===== src/rtl/ehc_pkg.sv =====
// ehc_pkg: shared types and constants of the Ethernet header classifier.
// Used by every module of the block; depends on nothing.
package ehc_pkg;

  // Ethertypes and IPv4 protocol numbers
  localparam logic [15:0] TYPE_IPV4  = 16'h0800;
  localparam logic [15:0] TYPE_ARP   = 16'h0806;
  localparam logic [7:0]  PROTO_ICMP = 8'h01;
  localparam logic [7:0]  PROTO_TCP  = 8'h06;
  localparam logic [7:0]  PROTO_UDP  = 8'h11;

  // Result class codes
  localparam logic [2:0] CLASS_ARP  = 3'd0;
  localparam logic [2:0] CLASS_ICMP = 3'd1;
  localparam logic [2:0] CLASS_TCP  = 3'd2;
  localparam logic [2:0] CLASS_UDP  = 3'd3;
  localparam logic [2:0] CLASS_DNS  = 3'd4;

  localparam logic [15:0] DNS_PORT_RESET = 16'd53;

  // Byte offsets; the transport header sits after a 20-byte IPv4 header
  localparam logic [5:0] TRANSPORT_AT = 6'd34;
  localparam logic [5:0] POS_LAST     = 6'd63;

  typedef struct packed {
    logic [7:0] data_byte;
    logic       frame_end;
  } in_beat_t;

  typedef struct packed {
    logic [2:0]  packet_class;
    logic [15:0] source_port;
    logic [15:0] dest_port;
    logic [5:0]  flag_bits;
    logic [31:0] sequence_value;
    logic [31:0] acknowledge_value;
    logic [15:0] window_value;
    logic [15:0] length_value;
    logic [15:0] arp_operation;
    logic [31:0] arp_sender_ip;
    logic [31:0] arp_target_ip;
    logic [47:0] arp_sender_mac;
  } out_beat_t;

  // Per-frame capture state
  typedef struct packed {
    logic [5:0]  byte_position;
    logic [15:0] ether_kind;
    logic [7:0]  ip_protocol;
    logic [3:0]  ip_header_words;
    logic [15:0] ip_total_length;
    logic [31:0] port_pair;
    logic [31:0] seq_register;
    logic [31:0] ack_register;
    logic [3:0]  data_offset_words;
    logic [5:0]  flag_register;
    logic [15:0] window_or_udp_length;
    logic [63:0] arp_lo;   // bytes 20-27
    logic [63:0] arp_hi;   // bytes 28-31 then 38-41
  } frame_fields_t;

  // Status of the input register toward the classifier
  typedef struct packed {
    logic valid;
    logic last;
  } pend_t;

endpackage


===== src/rtl/ehc_capture.sv =====
// ehc_capture: input register and per-frame field registers.
// Depends on ehc_pkg.
module ehc_capture (
  input  logic                  clk,
  input  logic                  rst,
  input  logic                  load,
  input  ehc_pkg::in_beat_t     beat,
  input  logic                  advance,
  output ehc_pkg::pend_t        pend,
  output ehc_pkg::frame_fields_t fields_next
);

  logic                   hold_valid;
  ehc_pkg::in_beat_t      hold;
  ehc_pkg::frame_fields_t fields;

  assign pend.valid = hold_valid;
  assign pend.last  = hold.frame_end;

  always_comb begin
    logic [5:0] p;
    logic [7:0] b;
    p = fields.byte_position;
    b = hold.data_byte;
    fields_next = fields;
    if (p == 6'd12 || p == 6'd13) begin
      fields_next.ether_kind = {fields.ether_kind[7:0], b};
    end
    if (p == 6'd14) begin
      fields_next.ip_header_words = b[3:0];
    end
    if (p == 6'd16 || p == 6'd17) begin
      fields_next.ip_total_length = {fields.ip_total_length[7:0], b};
    end
    if (p == 6'd23) begin
      fields_next.ip_protocol = b;
    end
    if (p >= 6'd20 && p <= 6'd27) begin
      fields_next.arp_lo = {fields.arp_lo[55:0], b};
    end
    if ((p >= 6'd28 && p <= 6'd31) || (p >= 6'd38 && p <= 6'd41)) begin
      fields_next.arp_hi = {fields.arp_hi[55:0], b};
    end
    if (p >= ehc_pkg::TRANSPORT_AT && p <= ehc_pkg::TRANSPORT_AT + 6'd3) begin
      fields_next.port_pair = {fields.port_pair[23:0], b};
    end
    if (p >= 6'd38 && p <= 6'd41) begin
      fields_next.seq_register = {fields.seq_register[23:0], b};
    end
    if (p >= 6'd42 && p <= 6'd45) begin
      fields_next.ack_register = {fields.ack_register[23:0], b};
    end
    if (p == 6'd46) begin
      fields_next.data_offset_words = b[7:4];
    end
    if (p == 6'd47) begin
      fields_next.flag_register = b[5:0];
    end
    // protocol byte (23) is already settled when these offsets come by
    if (fields.ip_protocol == ehc_pkg::PROTO_UDP) begin
      if (p == 6'd38 || p == 6'd39) begin
        fields_next.window_or_udp_length = {fields.window_or_udp_length[7:0], b};
      end
    end else begin
      if (p == 6'd48 || p == 6'd49) begin
        fields_next.window_or_udp_length = {fields.window_or_udp_length[7:0], b};
      end
    end
    if (p != ehc_pkg::POS_LAST) begin
      fields_next.byte_position = p + 6'd1;
    end
  end

  always_ff @(posedge clk) begin
    if (rst) begin
      hold_valid <= 1'b0;
      fields     <= '0;
    end else begin
      if (load) begin
        hold_valid <= 1'b1;
      end else if (advance) begin
        hold_valid <= 1'b0;
      end
      if (advance) begin
        fields <= hold.frame_end ? '0 : fields_next;
      end
    end
  end

  always_ff @(posedge clk) begin
    if (load) begin
      hold <= beat;
    end
  end

endmodule


===== src/rtl/ehc_classify.sv =====
// ehc_classify: frame classification and the result register.
// Depends on ehc_pkg.
module ehc_classify (
  input  logic                   clk,
  input  logic                   rst,
  input  ehc_pkg::frame_fields_t fields_next,
  input  logic [15:0]            dns_port,
  input  logic                   take,
  input  logic                   out_stall,
  output logic                   out_free,
  output logic                   out_valid,
  output ehc_pkg::out_beat_t     out_data
);

  ehc_pkg::out_beat_t res;
  logic               hit;

  always_comb begin
    logic [15:0] src;
    logic [15:0] dst;
    logic [6:0]  hdr_bytes;
    src = fields_next.port_pair[31:16];
    dst = fields_next.port_pair[15:0];
    hdr_bytes = {1'b0, fields_next.ip_header_words, 2'b00}
              + {1'b0, fields_next.data_offset_words, 2'b00};
    res = '0;
    hit = 1'b0;
    if (fields_next.ether_kind == ehc_pkg::TYPE_ARP) begin
      hit                = 1'b1;
      res.packet_class   = ehc_pkg::CLASS_ARP;
      res.arp_operation  = fields_next.arp_lo[63:48];
      res.arp_sender_mac = fields_next.arp_lo[47:0];
      res.arp_sender_ip  = fields_next.arp_hi[63:32];
      res.arp_target_ip  = fields_next.arp_hi[31:0];
    end else if (fields_next.ether_kind == ehc_pkg::TYPE_IPV4) begin
      priority if (fields_next.ip_protocol == ehc_pkg::PROTO_ICMP) begin
        hit              = 1'b1;
        res.packet_class = ehc_pkg::CLASS_ICMP;
      end else if (fields_next.ip_protocol == ehc_pkg::PROTO_TCP) begin
        hit                   = 1'b1;
        res.packet_class      = ehc_pkg::CLASS_TCP;
        res.source_port       = src;
        res.dest_port         = dst;
        res.flag_bits         = fields_next.flag_register;
        res.sequence_value    = fields_next.seq_register;
        res.acknowledge_value = fields_next.ack_register;
        res.window_value      = fields_next.window_or_udp_length;
        // payload clamps at zero when headers claim more than the total
        res.length_value = (fields_next.ip_total_length < {9'd0, hdr_bytes}) ? 16'd0 :
                           fields_next.ip_total_length - {9'd0, hdr_bytes};
      end else if (fields_next.ip_protocol == ehc_pkg::PROTO_UDP) begin
        hit              = 1'b1;
        res.packet_class = (src == dns_port || dst == dns_port) ?
                           ehc_pkg::CLASS_DNS : ehc_pkg::CLASS_UDP;
        res.source_port  = src;
        res.dest_port    = dst;
        res.length_value = fields_next.window_or_udp_length;
      end else begin
        hit = 1'b0;
      end
    end
  end

  assign out_free = !out_valid || !out_stall;

  always_ff @(posedge clk) begin
    if (rst) begin
      out_valid <= 1'b0;
    end else if (take) begin
      out_valid <= hit;
    end else if (out_free) begin
      out_valid <= 1'b0;
    end
  end

  always_ff @(posedge clk) begin
    if (take) begin
      out_data <= res;
    end
  end

endmodule


===== src/rtl/ethernet_header_classifier.sv =====
// ethernet_header_classifier: top level of the Ethernet header classifier.
// Depends on ehc_pkg, ehc_capture and ehc_classify.
//
//   channel  | handshake                    | payload
//   ---------+------------------------------+-------------------------------
//   in       | in_valid / in_stall          | in_data  (byte, frame_end)
//   out      | out_valid / out_stall        | out_data (at most one per frame)
//   cfg      | cfg_wr_en                    | cfg_wr_data (dns_port)
//
// A byte beat is taken into the input register and then captured into the
// field registers; on the frame's last byte the class is decided from the
// held byte and the field registers and lands in the result register in the
// same cycle as that capture. One byte per cycle is sustained unless out_stall
// holds the result register when a frame's last byte arrives.
// Reset (rst, synchronous) clears all field registers and sets dns_port to 53.
// in_stall rises only while the last byte of a frame waits for a result
// register still held by out_stall; other bytes keep flowing.
module ethernet_header_classifier (
  input  logic                clk,
  input  logic                rst,
  input  logic                in_valid,
  output logic                in_stall,
  input  ehc_pkg::in_beat_t   in_data,
  output logic                out_valid,
  input  logic                out_stall,
  output ehc_pkg::out_beat_t  out_data,
  input  logic                cfg_wr_en,
  input  logic [15:0]         cfg_wr_data
);

  logic [15:0]            dns_port_reg;
  ehc_pkg::pend_t         pend;
  ehc_pkg::frame_fields_t fields_next;
  logic                   out_free;
  logic                   advance;
  logic                   load;
  logic                   take;

  // the held beat moves on unless it ends a frame and the result slot is busy
  assign advance  = pend.valid && (!pend.last || out_free);
  assign in_stall = pend.valid && !advance;
  assign load     = in_valid && !in_stall;
  assign take     = advance && pend.last;

  always_ff @(posedge clk) begin
    if (rst) begin
      dns_port_reg <= ehc_pkg::DNS_PORT_RESET;
    end else if (cfg_wr_en) begin
      dns_port_reg <= cfg_wr_data;
    end
  end

  ehc_capture u_capture (
    .clk         (clk),
    .rst         (rst),
    .load        (load),
    .beat        (in_data),
    .advance     (advance),
    .pend        (pend),
    .fields_next (fields_next)
  );

  ehc_classify u_classify (
    .clk         (clk),
    .rst         (rst),
    .fields_next (fields_next),
    .dns_port    (dns_port_reg),
    .take        (take),
    .out_stall   (out_stall),
    .out_free    (out_free),
    .out_valid   (out_valid),
    .out_data    (out_data)
  );

endmodule


===== config.mk =====
export PLATFORM = sky130hd
export DESIGN_NAME = ethernet_header_classifier
export DESIGN_NICKNAME = d
export VERILOG_FILES = /design/src/rtl/ehc_pkg.sv /design/src/rtl/ehc_capture.sv /design/src/rtl/ehc_classify.sv /design/src/rtl/ethernet_header_classifier.sv
export SDC_FILE = /design/constraint.sdc
export NUM_CORES = 1
export LEC_CHECK = 0
export BUFFER_PORTS_ARGS = -buffer_cell sky130_fd_sc_hd__buf_4
export CORE_UTILIZATION = 58
export DETAILED_ROUTE_END_ITERATION = 10
export HOLD_SLACK_MARGIN = 0.06
export PLACE_DENSITY = 0.79
export SETUP_SLACK_MARGIN = 0.2
export SYNTH_ARGS = -nofsm -noshare
export SYNTH_HDL_FRONTEND = slang
export SYNTH_HIERARCHICAL = 1
export SYNTH_SLANG_ARGS = --single-unit

===== constraint.sdc =====
create_clock -name clk -period 18.5 [get_ports clk]
set_input_delay 2.775 -clock clk [delete_from_list [all_inputs] [get_ports clk]]
set_output_delay 2.775 -clock clk [all_outputs]
set_load 0.05 [all_outputs]

* After elaboration in Yosys (flattened, before gate mapping)
Cells that the tools add are included.
** Word-level totals
- Word-level logic and storage cells :: 132
- Bits of input ports :: 30
- Register bits after elaboration :: 592
** Operators by class
- Bitwise operators :: 3
- Equal/unequal tests :: 21
- Magnitude comparators :: 11
- Reduce and logical (&&, ||, !) cells :: 30
- Multiplexer cells :: 32
- Add/subtract/negate cells :: 3
** Operators with widths (count)
- $mux W300 :: 1
- $mux W16 :: 8
- $mux W64 :: 2
- $mux W32 :: 3
- $mux W34 :: 2
- $eq A6 B6 Y1 const B :: 6
- $eq A16 B12 Y1 const B :: 2
- $eq A16 B16 Y1 :: 2
- $eq A6 B4 Y1 const B :: 3
- $eq A6 B5 Y1 const B :: 3
- $ge A6 B6 Y1 const B :: 3
- $le A6 B6 Y1 const B :: 3
- $eq A8 B5 Y1 const B :: 2
- $lt A16 B7 Y1 :: 1
- $sub A16 B7 Y16 :: 1
- $ge A6 B5 Y1 const B :: 2
- $le A6 B5 Y1 const B :: 2
- $mux W6 :: 2
- $mux W1 :: 10
- $logic_and A1 B1 Y1 :: 9
- $eq A8 B1 Y1 const B :: 1
- $eq A8 B3 Y1 const B :: 1
- $logic_or A1 B1 Y1 :: 8
- $mux W4 :: 2
- 13 further kinds :: 21

* Longest topological paths before layout
Gate-level depths: netlist of run 1.
- Word-level depth :: 9
- Mapped depth :: 16

* Hierarchy
Netlist of run 1, hierarchy kept.
** Modules (own cells, without submodules)
- ehc_capture :: cells an instance 1293, sequential area each 6296.0 µm², area an instance 13794.5 µm², times used 1
- ehc_classify :: cells an instance 714, sequential area each 7977.7 µm², area an instance 10875.4 µm², times used 1
- ethernet_header_classifier :: cells an instance 58, sequential area each 320.3 µm², area an instance 619.3 µm², times used 1

* Least setup slack after synthesis of run 1
Ideal clock, no wire load.
- Kind :: input to register
- Start point :: input port out_stall
- End point :: register u_classify.out_valid
- Cell stages on the path :: 4
- Library setup time :: 645 ps
- Arrival time :: 14206 ps
- Data required time :: 17855 ps
- Setup slack :: 3649 ps
- Buffers on the path :: 0
- Path through :: nand2_1 inv_1 nor2_1 a211oi_1
** On the way
- Cells in the longest elaborated chain, start to end :: 6
- Elaborated cells on any way between the ends :: 7
- Those cells by class :: mux (1); reduce/logical (6)
** RTL lines
- from (decl) :: RTL line ethernet_header_classifier.sv:25 : input logic out_stall,
- $logic_not A1 Y1 (*) :: RTL line ehc_classify.sv:64 : assign out_free = !out_valid || !out_stall;
- $logic_or A1 B1 Y1 (*) :: RTL line ehc_classify.sv:64
- $logic_or A1 B1 Y1 (*) :: RTL line ethernet_header_classifier.sv:40 : assign advance = pend.valid && (!pend.last || out_free);
- $logic_and A1 B1 Y1 (*) :: RTL line ethernet_header_classifier.sv:40
- $logic_and A1 B1 Y1 (*) :: RTL line ethernet_header_classifier.sv:43 : assign take = advance && pend.last;
- named net take :: RTL line ethernet_header_classifier.sv:37 : logic take;
- $mux W1 or $reduce_bool A2 Y1 (tied branches)
- to (signal assigned) :: RTL line ehc_classify.sv:70 : out_valid <= hit;
- to (decl) :: RTL line ehc_classify.sv:11 : output logic out_valid,
Mark *: on every way through the listed nets, which the timed path passes. The rest lies on a longest branch.
A chain may end at the register's enable or synchronous reset.

* Final worst setup path of run 1
- Start point :: input port out_stall
- End point :: output port in_stall
** On the way
- Cells in the longest elaborated chain, start to end :: 6
** RTL lines
- $logic_not A1 Y1 :: RTL line ehc_classify.sv:64
- $logic_or A1 B1 Y1 :: RTL line ehc_classify.sv:64
- named net out_free :: RTL line ethernet_header_classifier.sv:34 : logic out_free;
- $logic_or A1 B1 Y1 :: RTL line ethernet_header_classifier.sv:40
- $logic_and A1 B1 Y1 :: RTL line ethernet_header_classifier.sv:40
- $logic_not A1 Y1 :: RTL line ethernet_header_classifier.sv:41 : assign in_stall = pend.valid && !advance;
- $logic_and A1 B1 Y1 :: RTL line ethernet_header_classifier.sv:41
- to (decl) :: RTL line ethernet_header_classifier.sv:22 : output logic in_stall,
The timed path passes the listed nets, and every way through them passes these cells.

==> results of run 1 <==
placed cells by master (no fill, tap or decap), types with 11 or more instances in the layout:
cell type / n
nor2_1: 66
a32o_1: 26
inv_1: 13
dfxtp_1: 318
a22oi_1: 18
buf_4: 326
xor2_1: 36
a22o_1: 240
mux2i_1: 12
nor4_1: 15
and2_1: 175
xnor2_1: 11
nand2_1: 208
clkbuf_1: 15
mux2_2: 238
and3_1: 88
edfxtp_1: 274
a21oi_1: 13
o21ai_0: 11
clkbuf_16: 64
ha_1: 15
clkinv_2: 11
o21ai_2: 12
worst paths after layout:
check,startpoint,end,slack [ps]
setup / recovery,out_stall,in_stall,12440
hold / removal,u_capture/fields[259],u_capture/fields[259],470
setup reg to reg,u_capture/fields[297],u_classify/out_data[134],13820
hold reg to reg,u_capture/fields[259],u_capture/fields[259],470
per-layer routing:
metal  routed length, microns  up-vias  global-route usage (%)
li1                         -     8024                       -
met1                    25500     8451                    35.6
met2                    29100      571                    44.0
met3                     3480      116                    4.25
met4                     1780        0                    9.07
met5                        0        -                       0
area by class of cell:
cell class | instances | area, sq um | share of cell area [%]
multi-input cells | 1295 | 9890 | 33.4
well taps | 585 | 732 | 2.47
flip-flops and latches | 592 | 14600 | 49.3
inverters | 14 | 52.6 | 0.178
repair buffers | 326 | 2450 | 8.27
clock buffers | 84 | 1730 | 5.84
clock inverters | 25 | 138 | 0.465
per-stage QoR:
step,hold slack [ps],utilization (%),worst slack [ps],power [mW]
floorplan,437,-,3650,1.60
global placement,451,64.5,12440,1.66
detailed placement,452,64.5,12450,1.66
CTS,472,68.8,12440,2.80
global route,487,68.8,12400,2.86
finish,468,68.8,12440,2.78
worst register-to-register path: stages, from the launching register on:
cell and delay (ps):
dfxtp_1 780, nand3b_4 280, nor2_1 390, mux2_2 390
ha_1 230, fa_1 420, xnor2_1 150, ha_1 330
nor2b_1 160, nor3_1 140, o21ai_0 270, or3_4 490
nand2_4 210, o21ai_0 160
report_power, final:
part / internal [mW] / switching, mW / total, mW
Sequential: 1.40 / 0.0180 / 1.42
Clock: 0.650 / 0.496 / 1.15
Combinational: 0.0508 / 0.166 / 0.216
Total: 2.10 / 0.680 / 2.78
==> results_tabular.tex, run 1 <==
\begin{tabular}{lr}
\hline
Metric & Value \\
\hline
\multicolumn{2}{l}{\textbf{Global routing}} \\
\quad Aggregate global-route resource usage & 26.6\% \\
\quad Vias in the first global route & 16613 \\
\quad Remaining global-route overflow & 0 \\
\quad Pin count of the biggest net entering global routing & $\sim$130 \\
\quad Number of antenna violations at the first check in global routing & 0 \\
\quad First-pass GRT wire length & just over 90 mm \\
\multicolumn{2}{l}{\textbf{Place}} \\
\quad IO Port Bufs & around 300 \\
\quad Dpl cells & 2812 \\
\quad Area of placed instances & between 20000 and 30000 sq um \\
\quad HPWL reported at the end of detailed placement & around 39 mm \\
\quad Placer Congestion & 0.869 \\
\multicolumn{2}{l}{\textbf{CTS}} \\
\quad Clock latency reported for the late side of the worst-skew pair & around 610 ps \\
\quad Clock sink total & slightly below 600 \\
\quad Maximum buffer depth of the clock tree & 3 \\
\quad Clock tree from TritonCTS & yes \\
\quad Root buffer cell & clkbuf\_16 \\
\quad Number of buffers created by CTS & slightly below 60 \\
\quad Hold-fix buffers at CTS & 0 \\
\quad Post-CTS Setup Bufs & 0 \\
\quad Number of cells upsized or downsized after cts & 0 \\
\quad Clock-pin slew on the worst setup and hold paths & roughly 50 ps \\
\quad Number of H-tree branching levels & 2 \\
\multicolumn{2}{l}{\textbf{STA}} \\
\quad Achievable clock frequency & between 150 and 200 MHz \\
\quad Final clock period utilization by the worst path & 32.8\% \\
\quad Post-layout min period & between 6000 and 7000 ps \\
\quad Sum Neg Setup Slack & 0 ps \\
\quad Worst clock skew & around 18 ps \\
\quad Final setup vio count & 0 \\
\quad Transition time at the pin with the least slew margin & between 1000 and 1500 ps \\
\quad Worst-case headroom to the max-slew limit & about 17\% \\
\quad Number of hold violations in the final report & 0 \\
\quad Final slew viol count & 0 \\
\quad Unrepaired setup endpoints after global routing & false \\
\multicolumn{2}{l}{\textbf{Yosys}} \\
\quad Number of instances in the synthesized netlist & between 2000 and 2500 \\
\quad Post-synthesis cell area & 25200 sq um \\
\quad Yosys warnings & 6 \\
\quad Avg Synthesized Cell Area & 12.3 sq um \\
\quad Net count of the mapped netlist & around 2100 \\
\multicolumn{2}{l}{\textbf{Setup path}} \\
\quad Longest individual stage delay on the worst path & 220 ps \\
\quad CP cell instances & buf\_4, nand2\_1, nor2\_1, buf\_4 \\
\quad Required time at the endpoint of the critical path & between 15000 and 20000 ps \\
\quad Launching element type of the critical path & input port \\
\quad Maximum fanout count along the critical path & 3 \\
\quad Kind of critical path & in2out \\
\quad Data arrival at the endpoint of the critical path & approximately 3300 ps \\
\quad Cell with the largest stage delay on the worst path & buf\_4 \\
\quad R2R depth & 13 \\
\quad Most common cell on crit path & buf\_4 \\
\quad Number of stages on the worst setup path & 4 \\
\quad Critical Path Sink Type & output port \\
\quad Count of buffer and inverter cells on the critical path & 2 \\
\quad Critical path's top delay family & buffers and inverters \\
\multicolumn{2}{l}{\textbf{Layout}} \\
\quad Final nets & 2334 \\
\quad Fraction of layout instances using a drive strength above 1 & between 20\% and 30\% \\
\quad Cell Count, Final, Fillers Out & just under 3000 \\
\quad ANT cells & 0 \\
\quad Flip-flop count of the largest register, all copies and words added & 300 \\
\quad Area grow syn2layout & 17.3\% \\
\quad Number of filler instances in the final layout & approximately 3100 \\
\quad Finished Cell Area & 29600 sq um \\
\multicolumn{2}{l}{\textbf{Route}} \\
\quad Pre-antenna DRT Iters & 5 \\
\quad Total number of vias & approximately 17000 \\
\quad Initial DRC Count & between 1000 and 1500 \\
\quad Routed wire length & around 60 mm \\
\quad Avg WL per Cell & just over 20 microns \\
\quad Remaining routing DRC violations & 0 \\
\quad ANT nets after route & 0 \\
\quad Ratio of routed vias to standard cells & a little under 6 \\
\multicolumn{2}{l}{\textbf{Floorplan}} \\
\quad X dimension of the die & approximately 210 microns \\
\quad DIE AREA & roughly 44000 sq um \\
\quad Placeable core region & 43000 sq um \\
\quad Initial core utilization & 58.7\% \\
\quad Die boundary height & $\sim$210 microns \\
\quad Count of pins on the block boundary & between 200 and 300 \\
\quad Num rows & 76 \\
\multicolumn{2}{l}{\textbf{Power}} \\
\quad Power density over the cells & approximately 94 nW/um\^{}2 \\
\quad Leakage Power & approximately 12 nW \\
\quad Peak supply drop & 64.4 uV \\
\multicolumn{2}{l}{\textbf{Run status}} \\
\quad Status & completed \\
\multicolumn{2}{l}{\textbf{Hold path}} \\
\quad Hold WC Path Type & reg2reg \\
\quad Hold path depth & 1 \\
\multicolumn{2}{l}{\textbf{Flow run}} \\
\quad Max Cap Viol & 0 \\
\hline
\end{tabular}
(Power assumes the default switching activity.)
==> run 2: changes to the inputs <==
--- a/config.mk
+++ b/config.mk
@@ -5,11 +5,12 @@
 export SDC_FILE = /design/constraint.sdc
 export NUM_CORES = 1
 export LEC_CHECK = 0
+export ABC_AREA = 1
 export BUFFER_PORTS_ARGS = -buffer_cell sky130_fd_sc_hd__buf_4
-export CORE_UTILIZATION = 58
+export CORE_UTILIZATION = 54
 export DETAILED_ROUTE_END_ITERATION = 10
 export HOLD_SLACK_MARGIN = 0.06
-export PLACE_DENSITY = 0.79
+export PLACE_DENSITY = 0.77
 export SETUP_SLACK_MARGIN = 0.2
 export SYNTH_ARGS = -nofsm -noshare
 export SYNTH_HDL_FRONTEND = slang
==> constraint.sdc (replaced) <==
create_clock -name clk -period 5.55 [get_ports clk]
set_input_delay 0.8325 -clock clk [delete_from_list [all_inputs] [get_ports clk]]
set_output_delay 0.8325 -clock clk [all_outputs]
set_load 0.05 [all_outputs]
==> run 2 against run 1 <==
  * Flip-flop and latch count is the same
  * Highest routed layer is now met5
  * Cell count grew 53%
  * Sequential power grew to 3.3 times the previous value
  * Clock power grew to 3.6 times the previous value
==> results_tabular.tex, run 2 <==
\begin{tabular}{lr}
\hline
Metric & Value \\
\hline
\multicolumn{2}{l}{\textbf{Place}} \\
\quad Placer Congestion & 0.885 \\
\quad Dpl cells & between 4000 and 5000 \\
\quad HPWL reported at the end of detailed placement & 43.8 mm \\
\quad Worst slack at placement & around 1700 ps \\
\quad IO Port Bufs & just under 300 \\
\quad Area of placed instances & roughly 31000 sq um \\
\multicolumn{2}{l}{\textbf{STA}} \\
\quad PnR worst setup slack & 1640 ps \\
\quad Final setup vio count & 0 \\
\quad Number of hold violations in the final report & 0 \\
\quad Unrepaired setup endpoints after global routing & false \\
\quad Worst-case headroom to the max-slew limit & a little under a quarter \\
\quad Achievable clock frequency & 256 MHz \\
\quad Final slew viol count & 0 \\
\quad Worst clock skew & 15.8 ps \\
\quad Transition time at the pin with the least slew margin & $\sim$1100 ps \\
\quad Final clock period utilization by the worst path & a little over two thirds \\
\quad Post-layout min period & 3910 ps \\
\quad Sum Neg Setup Slack & 0 ps \\
\multicolumn{2}{l}{\textbf{Yosys}} \\
\quad Dominant combinational cell family by area after synthesis & simple AND/OR/NAND/NOR gates \\
\quad Synth Area in Adders & less than 1\% \\
\quad Top cells by count, synth & nand2\_1 (1010), inv\_1 (463), a21oi\_1 (332), dfxtp\_1 (318), nor2\_1 (308) \\
\quad Fraction of the mapped netlist area in simple logic gates & 26.9\% \\
\quad Synth area leader & edfxtp\_1 \\
\quad Avg Synthesized Cell Area & slightly below 8 sq um \\
\quad Yosys warnings & 6 \\
\quad Yosys reg bits & $\sim$590 \\
\quad Fraction of post-synthesis cell area in the top cell type by area & roughly 29\% \\
\quad Mux contribution to synthesized area & 0.638\% \\
\quad Compound-Gate Fraction of Synth Area & around 9.6\% \\
\quad Predominant post-synthesis flop cell & dfxtp\_1 \\
\quad Post-synth EDFFs & 274 \\
\quad Post-synthesis cell area & $\sim$28000 sq um \\
\quad Largest cells by area after synthesis & edfxtp\_1 (29\%), dfxtp\_1 (23\%), nand2\_1 (13\%), inv\_1 (6.2\%), a21oi\_1 (5.9\%) \\
\quad Share of synthesized area occupied by flip-flops and latches & 51.7\% \\
\quad Fraction of synthesized cell area in xor and xnor cells & 0.496\% \\
\quad Count of cell types in the netlist & 45 \\
\quad Number of instances in the synthesized netlist & between 3000 and 4000 \\
\quad Count leader, synth & nand2\_1 \\
\quad Share of flip-flops with an asynchronous set or reset after synthesis & 0\% \\
\quad Net count of the mapped netlist & roughly 3600 \\
\multicolumn{2}{l}{\textbf{Route}} \\
\quad Remaining routing DRC violations & 0 \\
\quad Routed wire length & 70.1 mm \\
\quad Avg WL per Cell & $\sim$16 microns \\
\quad Initial DRC Count & roughly 2300 \\
\quad Ratio of routed vias to standard cells & $\sim$5.2 \\
\quad Total number of vias & between 20000 and 25000 \\
\quad ANT nets after route & 0 \\
\quad Pre-antenna DRT Iters & 5 \\
\multicolumn{2}{l}{\textbf{Setup path}} \\
\quad Critical Path Sink Type & flip-flop \\
\quad Cell with the largest stage delay on the worst path & dfxtp\_1 \\
\quad Longest individual stage delay on the worst path & a little over 600 ps \\
\quad Maximum fanout count along the critical path & 11 \\
\quad CP cell instances & inv\_2, nor2\_2, nand2\_1, nand2\_1, o21ai\_0, ha\_1, fa\_1, nand2\_1, nand2\_1, a21oi\_1, ha\_1, inv\_1, nor2\_1, nand2\_1, nand3\_1, nor2\_2, inv\_1, nand2\_1, o21ai\_0 \\
\quad Launching element type of the critical path & flip-flop \\
\quad Required time at the endpoint of the critical path & about 5900 ps \\
\quad Data arrival at the endpoint of the critical path & between 4000 and 5000 ps \\
\quad Kind of critical path & reg2reg \\
\quad Most common cell on crit path & nand2\_1 \\
\multicolumn{2}{l}{\textbf{Floorplan}} \\
\quad Die boundary height & between 200 and 250 microns \\
\quad Count of pins on the block boundary & 297 \\
\quad Initial core utilization & 54.8\% \\
\quad Num rows & 83 \\
\quad X dimension of the die & 231 microns \\
\quad DIE AREA & 53200 sq um \\
\quad Placeable core region & 51500 sq um \\
\multicolumn{2}{l}{\textbf{Layout}} \\
\quad Finished Cell Area & roughly 33000 sq um \\
\quad Leading cell type in the layout, fill and taps excluded & nand2\_1 \\
\quad Number of filler instances in the final layout & 4498 \\
\quad Flip-flop count of the largest register, all copies and words added & 300 \\
\quad Area grow syn2layout & 15.3\% \\
\quad Top library cells by usage in the layout, fill and taps aside & nand2\_1 (1008), inv\_1 (461), a21oi\_1 (332) \\
\quad Cell Count, Final, Fillers Out & 4481 \\
\quad Fraction of layout instances using a drive strength above 1 & between 10\% and 20\% \\
\quad Final nets & $\sim$3800 \\
\multicolumn{2}{l}{\textbf{CTS}} \\
\quad Hold-fix buffers at CTS & 0 \\
\quad Root buffer cell & clkbuf\_16 \\
\quad Post-CTS Setup Bufs & 0 \\
\quad Clock sink total & $\sim$600 \\
\quad Clock-pin slew on the worst setup and hold paths & around 60 ps \\
\quad Maximum buffer depth of the clock tree & 3 \\
\quad Number of buffers created by CTS & 61 \\
\quad Number of cells upsized or downsized after cts & 0 \\
\quad Clock latency reported for the late side of the worst-skew pair & between 600 and 700 ps \\
\quad Number of H-tree branching levels & 2 \\
\quad Clock tree from TritonCTS & yes \\
\multicolumn{2}{l}{\textbf{Global routing}} \\
\quad First-pass GRT wire length & approximately 110 mm \\
\quad Number of antenna violations at the first check in global routing & 4 \\
\quad Pin count of the biggest net entering global routing & roughly 180 \\
\quad Vias in the first global route & roughly 21000 \\
\quad Remaining global-route overflow & 0 \\
\quad Aggregate global-route resource usage & between 20\% and 30\% \\
\multicolumn{2}{l}{\textbf{Flow run}} \\
\quad Max Cap Viol & 0 \\
\multicolumn{2}{l}{\textbf{Power}} \\
\quad Leakage Power & between 10 and 15 nW \\
\quad Power density over the cells & 293 nW/um\^{}2 \\
\quad Total power consumption of the routed design & 9.55 mW \\
\quad Peak supply drop & 238 uV \\
\multicolumn{2}{l}{\textbf{Run status}} \\
\quad Status & completed \\
\multicolumn{2}{l}{\textbf{Hold path}} \\
\quad Hold WC Path Type & in2reg \\
\hline
\end{tabular}
==> run 2: routing by layer <==
layer | track usage (%) | vias to the layer above | wire, microns
li1 | - | 11674 | -
met1 | 35.7 | 10884 | 30900
met2 | 41.9 | 785 | 32900
met3 | 3.46 | 123 | 4520
met4 | 8.53 | 2 | 1900
met5 | 0 | - | 13
==> run 2: final timing paths <==
check	start	to	slack [ps]	depth (start not counted)
worst max-delay path	u_capture/fields[299]	u_classify/out_data[131]	1640	19
worst min-delay path	in_data[7]	u_capture/hold[7]	380	1
worst max register to register	u_capture/fields[299]	u_classify/out_data[131]	1640	19
worst min register to register	u_capture/fields[126]	u_capture/fields[126]	460	2
==> run 2: layout make-up <==
class,instances,area (sq um),share of cell area [%]
Sequential cell,592,14600,44.8
Clock inverter,27,262,0.803
Tap cell,680,851,2.61
Timing Repair Buffer,319,2450,7.53
Antenna cell,1,2.50,0.00769
Clock buffer,88,1740,5.35
Multi-Input combinational cell,2303,10900,33.4
Inverter,471,1780,5.47
==> run 2: kinds of logic after synthesis <==
logic type      count (synthesis)
simple gates                 1749
xor+xnor                       16
mux                            16
compound gates                505
flops                         592
fa+ha+maj                      17
buf+inv                       677
==> run 2: through the flow <==
step                utilization (%)  hold WS [ps]
floorplan                         -           442
global placement               59.3           450
detailed placement             59.3           453
CTS                            63.2           344
global route                   63.2           358
finish                         63.2           382
==> run 2: worst max-delay path: cells and delay by family (launching register included) <==
kind                       cells  cell delay [ps]
adders and majority gates      3              950
buffers and inverters          3              270
AOI/OAI and AO/OA              3              440
DFF                            1              620
and+or+nand+nor               10             1360
==> run 2: power breakdown <==
group	switching, mW	internal [mW]
clock	1.69	2.40
sequential	0.0556	4.66
combinational	0.588	0.161
